--- src/hdl/assert_macros.svh ---
// Assertion macros shared by the RTL of the crossing time capture block.
// No dependencies; define ASSERT_OFF to compile the checks out.
`ifndef ASSERT_MACROS_SVH
`define ASSERT_MACROS_SVH

`ifndef ASSERT_OFF

// ante holds at an edge -> cons holds at the same edge
`define ASSERT_IMPLIES(name, clk_i, rstn_i, ante, cons) \
	name: assert property (@(posedge clk_i) disable iff (!(rstn_i)) (ante) |-> (cons)) \
		else $error("assertion failed: same-cycle implication");

// ante holds at an edge -> cons holds at the next edge
`define ASSERT_NEXT(name, clk_i, rstn_i, ante, cons) \
	name: assert property (@(posedge clk_i) disable iff (!(rstn_i)) (ante) |=> (cons)) \
		else $error("assertion failed: next-cycle implication");

`else

`define ASSERT_IMPLIES(name, clk_i, rstn_i, ante, cons)
`define ASSERT_NEXT(name, clk_i, rstn_i, ante, cons)

`endif

`endif

--- src/hdl/fmct_pkg.sv ---
// Package for the four microphone crossing time capture block.
// Item, result, config and status types plus fixed constants; no dependencies.
`timescale 1ns / 1ps
`default_nettype none

package fmct_pkg;

	localparam int NCH        = 4;
	localparam int SMP_W      = 12;
	localparam int TIME_W     = 32;
	localparam int CFG_IDX_W  = 3;
	localparam int CFG_DATA_W = 32;

	// register indexes
	localparam logic [CFG_IDX_W-1:0] CFG_MODE      = 3'd0;
	localparam logic [CFG_IDX_W-1:0] CFG_TRIGGER   = 3'd1;
	localparam logic [CFG_IDX_W-1:0] CFG_HYST      = 3'd2;
	localparam logic [CFG_IDX_W-1:0] CFG_WINDOW    = 3'd3;
	localparam logic [CFG_IDX_W-1:0] CFG_GUARANTEE = 3'd4;

	// reset values
	localparam logic [SMP_W-1:0]  TRIG_RESET   = 12'd2048;
	localparam logic [10:0]       HYST_RESET   = 11'd100;
	localparam logic [TIME_W-1:0] WINDOW_RESET = 32'd1000;
	localparam logic [TIME_W-1:0] GUAR_RESET   = 32'd5000;
	localparam logic [SMP_W-1:0]  RESET_LEVEL  = 12'd2048;
	localparam logic [TIME_W-1:0] NO_TIME      = 32'hFFFF_FFFF;

	typedef struct packed {
		logic [SMP_W-1:0]  sample_ch0;
		logic [SMP_W-1:0]  sample_ch1;
		logic [SMP_W-1:0]  sample_ch2;
		logic [SMP_W-1:0]  sample_ch3;
		logic [TIME_W-1:0] time_now;
	} in_item_t;

	typedef struct packed {
		logic              ready_res;
		logic              use_rising;
		logic [TIME_W-1:0] time_ch0;
		logic [TIME_W-1:0] time_ch1;
		logic [TIME_W-1:0] time_ch2;
		logic [TIME_W-1:0] time_ch3;
	} out_item_t;

	// classified item: crossing flags per channel plus its timestamp
	typedef struct packed {
		logic [NCH-1:0]    up;
		logic [NCH-1:0]    dn;
		logic [TIME_W-1:0] time_now;
	} class_item_t;

	typedef struct packed {
		logic              continuous_mode;
		logic [SMP_W-1:0]  trigger_level;
		logic [10:0]       hysteresis;
		logic [TIME_W-1:0] window_ticks;
		logic [TIME_W-1:0] guarantee_ticks;
	} cfg_t;

	typedef struct packed {
		logic           gate_open;
		logic           gate_rising;
		logic [NCH-1:0] rise_valid;
		logic [NCH-1:0] fall_valid;
	} gate_status_t;

endpackage

`default_nettype wire

--- src/hdl/fmct_fifo.sv ---
// Small synchronous queue used between front and back and at the result side.
// Depends on nothing; payload width is a parameter.
`timescale 1ns / 1ps
`default_nettype none

module fmct_fifo #(
	parameter int WIDTH = 8,
	parameter int DEPTH = 2
) (
	input  wire logic             clk,
	input  wire logic             arst_n,
	input  wire logic             wr_en,
	input  wire logic [WIDTH-1:0] wr_data,
	output logic                  full,
	input  wire logic             rd_en,
	output logic [WIDTH-1:0]      rd_data,
	output logic                  empty
);

	localparam int PW = (DEPTH > 1) ? $clog2(DEPTH) : 1;
	localparam int CW = $clog2(DEPTH + 1);
	localparam logic [PW-1:0] LAST = PW'(DEPTH - 1);
	localparam logic [CW-1:0] FULL_CNT = CW'(DEPTH);

	logic [WIDTH-1:0] mem_q [DEPTH];
	logic [PW-1:0]    wr_q;
	logic [PW-1:0]    rd_q;
	logic [CW-1:0]    cnt_q;
	logic             do_wr;
	logic             do_rd;

	assign full    = (cnt_q == FULL_CNT);
	assign empty   = (cnt_q == '0);
	assign do_wr   = wr_en && !full;
	assign do_rd   = rd_en && !empty;
	assign rd_data = mem_q[rd_q];

	// storage
	always_ff @(posedge clk) begin
		if (do_wr) begin
			mem_q[wr_q] <= wr_data;
		end
	end

	// pointers and fill count
	always_ff @(posedge clk or negedge arst_n) begin
		if (!arst_n) begin
			wr_q  <= '0;
			rd_q  <= '0;
			cnt_q <= '0;
		end else begin
			if (do_wr) begin
				wr_q <= (wr_q == LAST) ? '0 : wr_q + 1'b1;
			end
			if (do_rd) begin
				rd_q <= (rd_q == LAST) ? '0 : rd_q + 1'b1;
			end
			if (do_wr && !do_rd) begin
				cnt_q <= cnt_q + 1'b1;
			end else if (do_rd && !do_wr) begin
				cnt_q <= cnt_q - 1'b1;
			end
		end
	end

endmodule

`default_nettype wire

--- src/hdl/fmct_front.sv ---
// Front end: detects threshold crossings with hysteresis on all four channels.
// Depends on fmct_pkg; keeps the previous sample of each channel.
`timescale 1ns / 1ps
`default_nettype none

module fmct_front
	import fmct_pkg::*;
#(
	parameter int SAMPLE_BITS = 12
) (
	input  wire logic        clk,
	input  wire logic        arst_n,
	input  wire in_item_t    item,
	input  wire logic        accept,
	input  wire cfg_t        cfg,
	output class_item_t      cls
);

	localparam logic [SMP_W-1:0] SMASK =
		(SAMPLE_BITS >= SMP_W) ? {SMP_W{1'b1}} : SMP_W'((1 << SAMPLE_BITS) - 1);

	logic [SMP_W-1:0]  prev_q [NCH];
	logic [SMP_W-1:0]  cur    [NCH];
	logic signed [13:0] up_t;
	logic signed [13:0] down_t;
	logic signed [13:0] cur_s;
	logic signed [13:0] last_s;

	// thresholds as exact signed values; the lower one may go negative
	assign up_t   = $signed({2'b00, cfg.trigger_level}) + $signed({3'b000, cfg.hysteresis});
	assign down_t = $signed({2'b00, cfg.trigger_level}) - $signed({3'b000, cfg.hysteresis});

	// crossing flags per channel
	always_comb begin
		cur[0] = item.sample_ch0 & SMASK;
		cur[1] = item.sample_ch1 & SMASK;
		cur[2] = item.sample_ch2 & SMASK;
		cur[3] = item.sample_ch3 & SMASK;
		cls.time_now = item.time_now;
		cls.up = '0;
		cls.dn = '0;
		cur_s  = '0;
		last_s = '0;
		for (int i = 0; i < NCH; i++) begin
			cur_s  = $signed({2'b00, cur[i]});
			last_s = $signed({2'b00, prev_q[i]});
			cls.up[i] = (last_s < down_t) && (cur_s >= up_t);
			cls.dn[i] = (last_s > up_t) && (cur_s <= down_t);
		end
	end

	// previous samples advance on every accepted item
	always_ff @(posedge clk or negedge arst_n) begin
		if (!arst_n) begin
			for (int i = 0; i < NCH; i++) begin
				prev_q[i] <= RESET_LEVEL & SMASK;
			end
		end else if (accept) begin
			for (int i = 0; i < NCH; i++) begin
				prev_q[i] <= cur[i];
			end
		end
	end

endmodule

`default_nettype wire

--- src/hdl/fmct_back.sv ---
// Back end: gate, window, record and direction choice; builds one result per item.
// Depends on fmct_pkg; takes classified items from the middle queue.
`timescale 1ns / 1ps
`default_nettype none

module fmct_back
	import fmct_pkg::*;
#(
	parameter int MIN_HITS = 3
) (
	input  wire logic        clk,
	input  wire logic        arst_n,
	input  wire cfg_t        cfg,
	input  wire logic        mode_wr,
	input  wire class_item_t cls,
	input  wire logic        cls_valid,
	input  wire logic        res_full,
	output logic             take,
	output out_item_t        res,
	output gate_status_t     status
);

	localparam logic [2:0] MIN_W = 3'(MIN_HITS);

	logic              gate_open_q;
	logic              gate_rising_q;
	logic [TIME_W-1:0] gate_start_q;
	logic              chosen_valid_q;
	logic              chosen_rising_q;
	logic [TIME_W-1:0] rise_time_q [NCH];
	logic [TIME_W-1:0] fall_time_q [NCH];
	logic [NCH-1:0]    rise_valid_q;
	logic [NCH-1:0]    fall_valid_q;

	logic              found;
	logic              first_up;
	logic              opening;
	logic              gd;
	logic [TIME_W-1:0] start;
	logic [TIME_W-1:0] dt;
	logic              inwin;
	logic [NCH-1:0]    rec_up;
	logic [NCH-1:0]    rec_dn;
	logic [NCH-1:0]    rv1;
	logic [NCH-1:0]    fv1;
	logic [TIME_W-1:0] rt1 [NCH];
	logic [TIME_W-1:0] ft1 [NCH];
	logic [2:0]        rc;
	logic [2:0]        fc;
	logic              up_ok;
	logic              dn_ok;
	logic              sel;
	logic              gate_open_d;
	logic              gate_rising_d;
	logic              chosen_valid_d;
	logic              chosen_rising_d;
	logic              use_up;
	logic              ready;
	logic [TIME_W-1:0] tout [NCH];

	// largest minus smallest recorded time, plain unsigned values
	function automatic logic [TIME_W-1:0] spread(input logic [NCH-1:0] v,
			input logic [TIME_W-1:0] t [NCH]);
		logic              any;
		logic [TIME_W-1:0] lo;
		logic [TIME_W-1:0] hi;
		any = 1'b0;
		lo  = '0;
		hi  = '0;
		for (int i = 0; i < NCH; i++) begin
			if (v[i]) begin
				if (!any || t[i] < lo) lo = t[i];
				if (!any || t[i] > hi) hi = t[i];
				any = 1'b1;
			end
		end
		return any ? hi - lo : NO_TIME;
	endfunction

	assign take = cls_valid && !res_full;

	// gate opening by the lowest crossing channel, then recording
	always_comb begin
		found    = 1'b0;
		first_up = 1'b0;
		for (int i = 0; i < NCH; i++) begin
			if (!found && (cls.up[i] || cls.dn[i])) begin
				first_up = cls.up[i];
				found    = 1'b1;
			end
		end
		opening = !gate_open_q && found;
		gd      = opening ? first_up : gate_rising_q;
		start   = opening ? cls.time_now : gate_start_q;
		dt      = cls.time_now - start;
		inwin   = dt < cfg.window_ticks;
		rec_up  = cls.up & {NCH{gd && inwin}};
		rec_dn  = cls.dn & {NCH{!gd && inwin}};
		rv1     = (opening ? '0 : rise_valid_q) | rec_up;
		fv1     = (opening ? '0 : fall_valid_q) | rec_dn;
		for (int i = 0; i < NCH; i++) begin
			rt1[i] = rec_up[i] ? cls.time_now : rise_time_q[i];
			ft1[i] = rec_dn[i] ? cls.time_now : fall_time_q[i];
		end
	end

	// direction choice after the window, gate close after the guarantee time
	always_comb begin
		rc    = 3'($countones(rv1));
		fc    = 3'($countones(fv1));
		up_ok = rc >= MIN_W;
		dn_ok = fc >= MIN_W;
		sel   = (up_ok && dn_ok) ? (spread(rv1, rt1) <= spread(fv1, ft1)) : up_ok;
		gate_open_d     = gate_open_q || found;
		gate_rising_d   = gd;
		chosen_valid_d  = opening ? 1'b0 : chosen_valid_q;
		chosen_rising_d = chosen_rising_q;
		if (gate_open_d && (dt > cfg.window_ticks)) begin
			if (up_ok || dn_ok) begin
				gate_rising_d   = sel;
				chosen_rising_d = sel;
				chosen_valid_d  = 1'b1;
			end
			if (dt > cfg.guarantee_ticks) begin
				gate_open_d = 1'b0;
			end
		end
	end

	// result from the updated state
	always_comb begin
		if (cfg.continuous_mode) begin
			ready  = up_ok || dn_ok;
			use_up = rc > fc;
		end else begin
			use_up = chosen_valid_d ? chosen_rising_d : 1'b1;
			ready  = chosen_valid_d && (chosen_rising_d ? &rv1 : &fv1);
		end
		for (int i = 0; i < NCH; i++) begin
			if (use_up) begin
				tout[i] = rv1[i] ? rt1[i] : NO_TIME;
			end else begin
				tout[i] = fv1[i] ? ft1[i] : NO_TIME;
			end
		end
		res.ready_res  = ready;
		res.use_rising = use_up;
		res.time_ch0   = tout[0];
		res.time_ch1   = tout[1];
		res.time_ch2   = tout[2];
		res.time_ch3   = tout[3];
	end

	// gate and choice state; a mode write closes the gate
	always_ff @(posedge clk or negedge arst_n) begin
		if (!arst_n) begin
			gate_open_q     <= 1'b0;
			gate_rising_q   <= 1'b0;
			gate_start_q    <= '0;
			chosen_valid_q  <= 1'b0;
			chosen_rising_q <= 1'b0;
			rise_valid_q    <= '0;
			fall_valid_q    <= '0;
		end else if (mode_wr) begin
			gate_open_q    <= 1'b0;
			gate_rising_q  <= 1'b0;
			chosen_valid_q <= 1'b0;
		end else if (take) begin
			gate_open_q     <= gate_open_d;
			gate_rising_q   <= gate_rising_d;
			gate_start_q    <= start;
			chosen_valid_q  <= chosen_valid_d;
			chosen_rising_q <= chosen_rising_d;
			rise_valid_q    <= rv1;
			fall_valid_q    <= fv1;
		end
	end

	// recorded times, qualified by the valid bits
	always_ff @(posedge clk) begin
		if (take && !mode_wr) begin
			for (int i = 0; i < NCH; i++) begin
				rise_time_q[i] <= rt1[i];
				fall_time_q[i] <= ft1[i];
			end
		end
	end

	assign status.gate_open   = gate_open_q;
	assign status.gate_rising = gate_rising_q;
	assign status.rise_valid  = rise_valid_q;
	assign status.fall_valid  = fall_valid_q;

endmodule

`default_nettype wire

--- src/hdl/four_mic_crossing_time_capture.sv ---
// Top level of the four microphone crossing time capture block.
// Depends on fmct_pkg, fmct_front, fmct_fifo, fmct_back and assert_macros.svh.
//
// Usage:
//   Input channel: drive item and raise push; the item is taken at an edge
//   with push high and full low. Result channel: while empty is low the
//   oldest result sits on result; it is taken at an edge with pop high.
//   Config: cfg_we with cfg_index/cfg_data writes one register; write only
//   while the block is idle. Writing the mode register closes the gate and
//   drops the current direction choice.
// Timing:
//   One item per cycle sustained while the result queue is not full. A result
//   shows on the result port once the back end takes its item from the middle
//   queue and writes the result queue; it can be popped at the next edge
//   (front classifies into a two-entry queue, the back end updates the gate
//   state). The back end's state update per item sets this rate.
// Reset: clears the queues, the gate state, the records and the registers to
//   their defaults; previous samples start at mid scale.
// Stall: when pop stays low the result queue fills, then the middle queue,
//   then full rises; nothing is dropped.
`timescale 1ns / 1ps
`default_nettype none

`include "assert_macros.svh"

module four_mic_crossing_time_capture
	import fmct_pkg::*;
#(
	parameter int SAMPLE_BITS = 12,
	parameter int MIN_HITS    = 3,
	parameter int QUEUE_DEPTH = 2
) (
	input  wire logic                  clk,
	input  wire logic                  arst_n,
	input  wire logic                  push,
	output logic                       full,
	input  wire in_item_t              item,
	input  wire logic                  pop,
	output logic                       empty,
	output out_item_t                  result,
	input  wire logic                  cfg_we,
	input  wire logic [CFG_IDX_W-1:0]  cfg_index,
	input  wire logic [CFG_DATA_W-1:0] cfg_data
);

	cfg_t         cfg_q;
	class_item_t  cls_in;
	class_item_t  cls_out;
	out_item_t    res;
	gate_status_t gst;
	logic         accept;
	logic         mid_full;
	logic         mid_empty;
	logic         res_full;
	logic         take;
	logic         mode_wr;
	logic         other_dir_clear;

	assign full    = mid_full;
	assign accept  = push && !mid_full;
	assign mode_wr = cfg_we && (cfg_index == CFG_MODE);

	// configuration registers
	always_ff @(posedge clk or negedge arst_n) begin
		if (!arst_n) begin
			cfg_q.continuous_mode <= 1'b0;
			cfg_q.trigger_level   <= TRIG_RESET;
			cfg_q.hysteresis      <= HYST_RESET;
			cfg_q.window_ticks    <= WINDOW_RESET;
			cfg_q.guarantee_ticks <= GUAR_RESET;
		end else if (cfg_we) begin
			case (cfg_index)
				CFG_MODE:      cfg_q.continuous_mode <= cfg_data[0];
				CFG_TRIGGER:   cfg_q.trigger_level   <= cfg_data[SMP_W-1:0];
				CFG_HYST:      cfg_q.hysteresis      <= cfg_data[10:0];
				CFG_WINDOW:    cfg_q.window_ticks    <= cfg_data[TIME_W-1:0];
				CFG_GUARANTEE: cfg_q.guarantee_ticks <= cfg_data[TIME_W-1:0];
				default: begin
				end
			endcase
		end
	end

	fmct_front #(
		.SAMPLE_BITS(SAMPLE_BITS)
	) u_front (
		.clk    (clk),
		.arst_n (arst_n),
		.item   (item),
		.accept (accept),
		.cfg    (cfg_q),
		.cls    (cls_in)
	);

	// classified items between front and back
	fmct_fifo #(
		.WIDTH($bits(class_item_t)),
		.DEPTH(QUEUE_DEPTH)
	) u_mid_q (
		.clk     (clk),
		.arst_n  (arst_n),
		.wr_en   (accept),
		.wr_data (cls_in),
		.full    (mid_full),
		.rd_en   (take),
		.rd_data (cls_out),
		.empty   (mid_empty)
	);

	fmct_back #(
		.MIN_HITS(MIN_HITS)
	) u_back (
		.clk       (clk),
		.arst_n    (arst_n),
		.cfg       (cfg_q),
		.mode_wr   (mode_wr),
		.cls       (cls_out),
		.cls_valid (!mid_empty),
		.res_full  (res_full),
		.take      (take),
		.res       (res),
		.status    (gst)
	);

	// finished results waiting for the receiver
	fmct_fifo #(
		.WIDTH($bits(out_item_t)),
		.DEPTH(QUEUE_DEPTH)
	) u_res_q (
		.clk     (clk),
		.arst_n  (arst_n),
		.wr_en   (take),
		.wr_data (res),
		.full    (res_full),
		.rd_en   (pop),
		.rd_data (result),
		.empty   (empty)
	);

	// records of the direction opposite to the gate are empty
	assign other_dir_clear = gst.gate_rising ? (gst.fall_valid == '0) : (gst.rise_valid == '0);

	// checks
	`ASSERT_NEXT(a_mode_closes_gate, clk, arst_n, mode_wr, !gst.gate_open)
	`ASSERT_NEXT(a_gate_opens_on_item, clk, arst_n, !gst.gate_open && !take, !gst.gate_open)
	`ASSERT_IMPLIES(a_open_clears_other, clk, arst_n, $rose(gst.gate_open), other_dir_clear)

endmodule

`default_nettype wire
--- config.mk ---
export PLATFORM = sky130hd
export DESIGN_NAME = four_mic_crossing_time_capture
export DESIGN_NICKNAME = d
export VERILOG_FILES = /design/src/hdl/fmct_pkg.sv /design/src/hdl/fmct_fifo.sv /design/src/hdl/fmct_front.sv /design/src/hdl/fmct_back.sv /design/src/hdl/four_mic_crossing_time_capture.sv
export VERILOG_INCLUDE_DIRS = /design/src /design/src/hdl
export SDC_FILE = /design/constraint.sdc
export NUM_CORES = 2
export LEC_CHECK = 0
export ABC_CLOCK_PERIOD_IN_PS = 22100
export BUFFER_PORTS_ARGS = -buffer_cell sky130_fd_sc_hd__buf_2
export CAP_MARGIN = 0
export CORE_MARGIN = 5
export CORE_UTILIZATION = 55
export DETAILED_ROUTE_END_ITERATION = 16
export PLACE_DENSITY = 0.76
export SYNTH_ARGS = -nofsm -noshare
export SYNTH_HDL_FRONTEND = slang
export SYNTH_SLANG_ARGS = --single-unit
--- constraint.sdc ---
create_clock -name clk -period 22.1 [get_ports clk]
set_input_delay 4.42 -clock clk [delete_from_list [all_inputs] [get_ports clk]]
set_output_delay 4.42 -clock clk [all_outputs]
set_load 0.005 [all_outputs]
### After elaboration in Yosys (flattened, before gate mapping)

Memories as Yosys holds them, arrays and structs flattened.
Index checks and enable logic that the tools add are counted.

* register bits after elaboration: 188
* RAM bits: 596
* bits of input ports: 120
* logic and storage cells: 274
* memories kept: 4

* $add $sub $neg: 19
* $lt $le $gt $ge: 35
* eq/ne operators: 6
* multiplexer cells: 102
* bitwise operators: 5
* reductions and logical operators: 81

Memory list
* u_res_q.mem_q: words 2, width 130, read ports 1, clocked after Yosys merged registers in 0, write ports 1, RTL line fmct_fifo.sv:25 `logic [WIDTH-1:0] mem_q [DEPTH];`
* u_back.fall_time_q: words 4, width 32, read ports 4, clocked after Yosys merged registers in 0, write ports 4, RTL line fmct_back.sv:31 `logic [TIME_W-1:0] fall_time_q [NCH];`
* u_back.rise_time_q: words 4, width 32, read ports 4, clocked after Yosys merged registers in 0, write ports 4, RTL line fmct_back.sv:30 `logic [TIME_W-1:0] rise_time_q [NCH];`
* u_mid_q.mem_q: words 2, width 40, read ports 1, clocked after Yosys merged registers in 0, write ports 1, RTL line fmct_fifo.sv:25

Operators by type and width (number)
* $mux 32: 49
* $gt 32x32->1: 8
* $lt 32x32->1: 7
* $sub 32x32->32: 3
* $ge 13x14->1: 4
* $gt 13x14->1: 4
* $le 13x14->1: 4
* $lt 13x14->1: 4
* $mux 1: 47
* $le 32x32->1: 1
* $logic_and 1x1->1: 29
* $logic_not 1->1: 20
* $logic_or 1x1->1: 18
* $add 12x11->13: 1
* $sub 12x11->13: 1
* $reduce_and 2->1: 6
* $add 1x1->2: 4
* $and 4x4->4: 2
* $mux 2: 4
* $mux 4: 2
* $or 4x4->4: 2
* $reduce_and 4->1: 2
* $add 3x3->3: 2
* $eq 3x2->1 const B: 2
* 12 further kinds: 22

### Depth between registers and ports, before layout

An unclocked memory read counts as a cell.

* depth after elaboration: 41
* depth in mapped cells: 117

### By module

Synthesis repeated with hierarchy kept, for this count alone.

* cells, all modules: 5478
* area, all modules: 58318.4 um^2

By module, submodules not included
* fmct_back: instances 1, cells an instance 3944, area an instance 34419.3 um^2, sequential area each 8788.4 um^2
* fmct_fifo at u_res_q: instances 1, cells an instance 424, area an instance 9953.3 um^2, sequential area each 7907.6 um^2
* fmct_front: instances 1, cells an instance 774, area an instance 7176.9 um^2, sequential area each 1206.2 um^2
* four_mic_crossing_time_capture: instances 1, cells an instance 192, area an instance 3482.1 um^2, sequential area each 2220.9 um^2
* fmct_fifo at u_mid_q: instances 1, cells an instance 144, area an instance 3286.9 um^2, sequential area each 2502.4 um^2

### Worst setup path after synthesis

OpenSTA, ideal clock, no wires.

* path type: register to register
* start: mem u_mid_q.mem_q[0][32] (netlist bit)
* end: mem u_res_q.mem_q[0][86] (netlist bit) (data pin)
* data arrival time: 21.737 ns
* setup slack: 0.082 ns
* stages on the path, launching flop included: 107
* path buffers: 15
* path through: edfxtp_1 or4_1 or4_4 nand2_1 buf_2 buf_1 clkbuf_1 clkbuf_1 nand2_1 o21ai_0 ha_1 maj3_1 maj3_1 o211ai_1 a311o_1 a31oi_1 a31oi_1 a41o_1 [71 not listed] nand2_1 ha_1 a21o_1 a21oi_1 nor2b_1 o21ai_0 nand2b_1 a21oi_1 o31ai_1 a21o_1 a221o_1 a31oi_1 a21oi_1 a22oi_1 clkbuf_1 clkbuf_1 buf_1 a31oi_1

RTL lines (RTL line)
* from (decl): fmct_fifo.sv:25
* to (decl): fmct_fifo.sv:25

==> impl_metrics.yaml <==
routing:
  ant_nets: 0
  wl_per_cell_um: 28.28
  vias: 49510
  drcViolationCount: 0
  wl_um: 220300
  via_per_inst: 6.354
  dr.pass1.iters: 7
  drt_iter0_markers: 6571
synth:
  ys_types: 102
  synthMuxAreaShare_pct: 6.378
  synthArstFlopShare_pct: 23.98
  ys_seq_area_share_pct: 40.62
  synthTopCellsByArea: "edfxtp_1 (32%), ha_1 (16%), dfrtp_1 (7.6%), nand2_1 (5.1%), mux2_2 (5.0%)"
  ys_warn_count: 0
  synth-edff-count: 596
  yosysTopAreaCell: "edfxtp_1"
  syn_area_per_cell_um2: 9.785
  synthAdderAreaFrac_pct: 16.49
  syn-num-nets: 6539
  yosys.area_share.xor_xnor_pct: 1.840
  ys_ff_latch: 784
  synth_top_family_by_area: "compound AO/OA/AOI/OAI gates"
  synth_compound_area_share_pct: 18.12
  netlist_instances: 5692
  synth_simple_gate_area_share_pct: 12.25
  netlist.area_leader.share_pct: 32.13
  synth_area_um2: 55690
  synth_flop_cell: "edfxtp_1"
sta:
  max_freq_mhz: 46.35
  setup_viol: 0
  hold_viol: 0
  min_period_ns: 21.58
  relSlewSlack_pct: 3.396
  fin_ws_ns: 0.5235
  drv_slew: 0
  fin_crit_sh_pct: 97.63
  worst_slew_pin_slew_ns: 1.434
  final.setup_skew_ns: 0.02610
worst_setup_path:
  cpMostUsedCell: "buf_4"
  slowest_stage: "or4_1"
  cp-end-kind: "flop"
  arrival_ns: 21.97
  path_class: "flop to flop"
  crit_required_ns: 22.50
  cp-start-kind: "flop"
  slowest_delay_ns: 0.57
  path_max_fanout: 36
final_layout:
  fin_nets: 7206
  mostFrequentLayoutCell: "nand2_1"
  drive_gt1_share_pct: 21.11
  multi_input_area_um2: 31340
  final_cell_mix: "nand2_1 (753), ha_1 (719), edfxtp_1 (596), buf_4 (514), o21ai_0 (434)"
  fillCellCount: 8175
  regArea_um2: 22630
  areaGrowthSynthToFinish_pct: 18.37
placed_design:
  place_congestion: 1.055
  place_ws_ns: -0.5580
  hpwl_um: 167800
  io_buffers: 251
grt:
  grt_pass1_vias: 46280
  track_usage_pct: 39.16
  busiest_layer: "met2"
  grt_max_degree: 124
  grt_overflow: 0
  gr-usage-met2_pct: 57.74
  grt_pass1_wl_um: 311000
  grtUsageMet1_pct: 54.30
  antenna_found_initial: 7
  met3_usage_pct: 10.07
die:
  die_w_um: 328.2
  row_count: 116
  start_util_pct: 55.53
  io_pins: 252
  die_area_um2: 107700
  fp.dieH_um: 328.2
  core_um2: 100300
clock_network:
  cts_htree_levels: 3
  clkSinkCount: 784
  clk_pin_slew_worst_paths_ns: 0.06
  cts_tree: "done"
  clk_latency_ns: 0.69
  clk_path_buf_depth: 3
  numCtsBuffers: 89
  root_buffer: "clkbuf_16"
flow_run:
  maxCapViolations: 0
status:
  status: "complete, no violations"
hold_path:
  hold_path.class: "flop to flop"
## registers in the layout (all words and copies together), names as in the netlist
register,cells
u_back.rise_valid_q,4
u_res_q.wr_q,1
u_mid_q.wr_q,1
u_back.fall_valid_q,4
u_mid_q.rd_q,1
u_res_q.rd_q,1
u_mid_q.cnt_q,2
u_back.gate_rising_q,1
cfg_q,88
u_back.chosen_valid_q,1
u_res_q.mem_q,260
u_back.chosen_rising_q,1
u_back.fall_time_q,128
u_back.gate_open_q,1
u_front.prev_q,36
u_res_q.cnt_q,2
u_mid_q.mem_q,80
u_back.gate_start_q,32
u_back.rise_time_q,128
u_front.last_s,12
## cell type report
cell class	count	area share [%]
inverters	398	2.278
flip-flops and latches	784	34.33
diodes	2	0.007592
clock inverters	51	0.7345
repair buffers	805	8.861
multi-input cells	4281	47.54
well taps	1357	2.575
clock buffers	113	3.672
## worst paths after layout
kind / cells past startpoint / endpoint / from / slack (ns)
max: 93 / u_res_q.mem_q[0][36] / u_mid_q.mem_q[0][32] / 0.52
min reg2reg: 2 / u_front.last_s[11] / u_front.last_s[11] / 0.48
min: 2 / u_front.last_s[11] / u_front.last_s[11] / 0.48
max in group asynchronous: 2 / cfg_q[31] / arst_n / 17.01
min in group asynchronous: 1 / u_front.prev_q[15] / arst_n / 3.75
max reg2reg: 93 / u_res_q.mem_q[0][36] / u_mid_q.mem_q[0][32] / 0.52
## synthesized netlist by cell type, types with 84 or more instances
library cell / n
o21ai_0: 460
mux2_2: 246
a22oi_1: 85
nand2_1: 757
a21o_1: 184
o21a_1: 138
ha_1: 721
edfxtp_1: 596
nor2_1: 294
dfrtp_1: 169
o22a_1: 85
clkbuf_1: 180
a21oi_1: 344
xnor2_1: 84
inv_1: 390
nand4_1: 106
## routing by layer
layer,vias up,part of all wire [%]
met2,2924,42
met1,23830,41
met5,-,0
met3,570,12
li1,22180,-
met4,0,6.1
## critical path: cells and delay by family, from the launching register on
family	cells	cell delay (ns)
simple gates	20	4.39
flops	1	0.41
xor+xnor	1	0.28
mux	1	0.36
buf+inv	14	2.50
compound gates	48	10.40
fa+ha+maj	9	2.88
## what timing repair did
action                                  in CTS  in global routing
hold buffers                                 0                  0
gates cloned                                 0                  8
gates resized for setup                     21                127
setup buffers                                5                 24
pin swaps                                    3                 36
endpoints found under the setup margin     256                262
## cells by family (layout without fill, tap and decap cells)
| group | after synthesis | count (layout) |
|---|---|---|
| AO/OA/AOI/OAI | 1587 | 1588 |
| AND/OR/NAND/NOR | 1521 | 1521 |
| flip-flops | 784 | 784 |
| adder cells (fa/ha/maj) | 731 | 731 |
| buffers and inverters | 628 | 1367 |
| multiplexers | 324 | 324 |
| XOR/XNOR | 117 | 117 |
| other | 0 | 2 |
## per-stage QoR
step / setup TNS [ns] / util, % / std cells / hold slack, ns / instance area (µm²)
6_report: 0 / 65.73 / 7791 / 0.4757 / 65920
4_1_cts: 0 / 64.89 / 7757 / 0.4761 / 65080
3_3_place_gp: -54.73 / 61.84 / 7585 / 0.4611 / 62020
2_1_floorplan: 0 / - / 5692 / 0.4497 / 55690
3_5_place_dp: -77.01 / 61.87 / 7588 / 0.4649 / 62050
5_1_grt: -18.47 / 65.73 / 7790 / 0.4947 / 65920
Power is not shown: default switching activity piles up to over one toggle a cycle in this logic, so the estimate is an artifact.
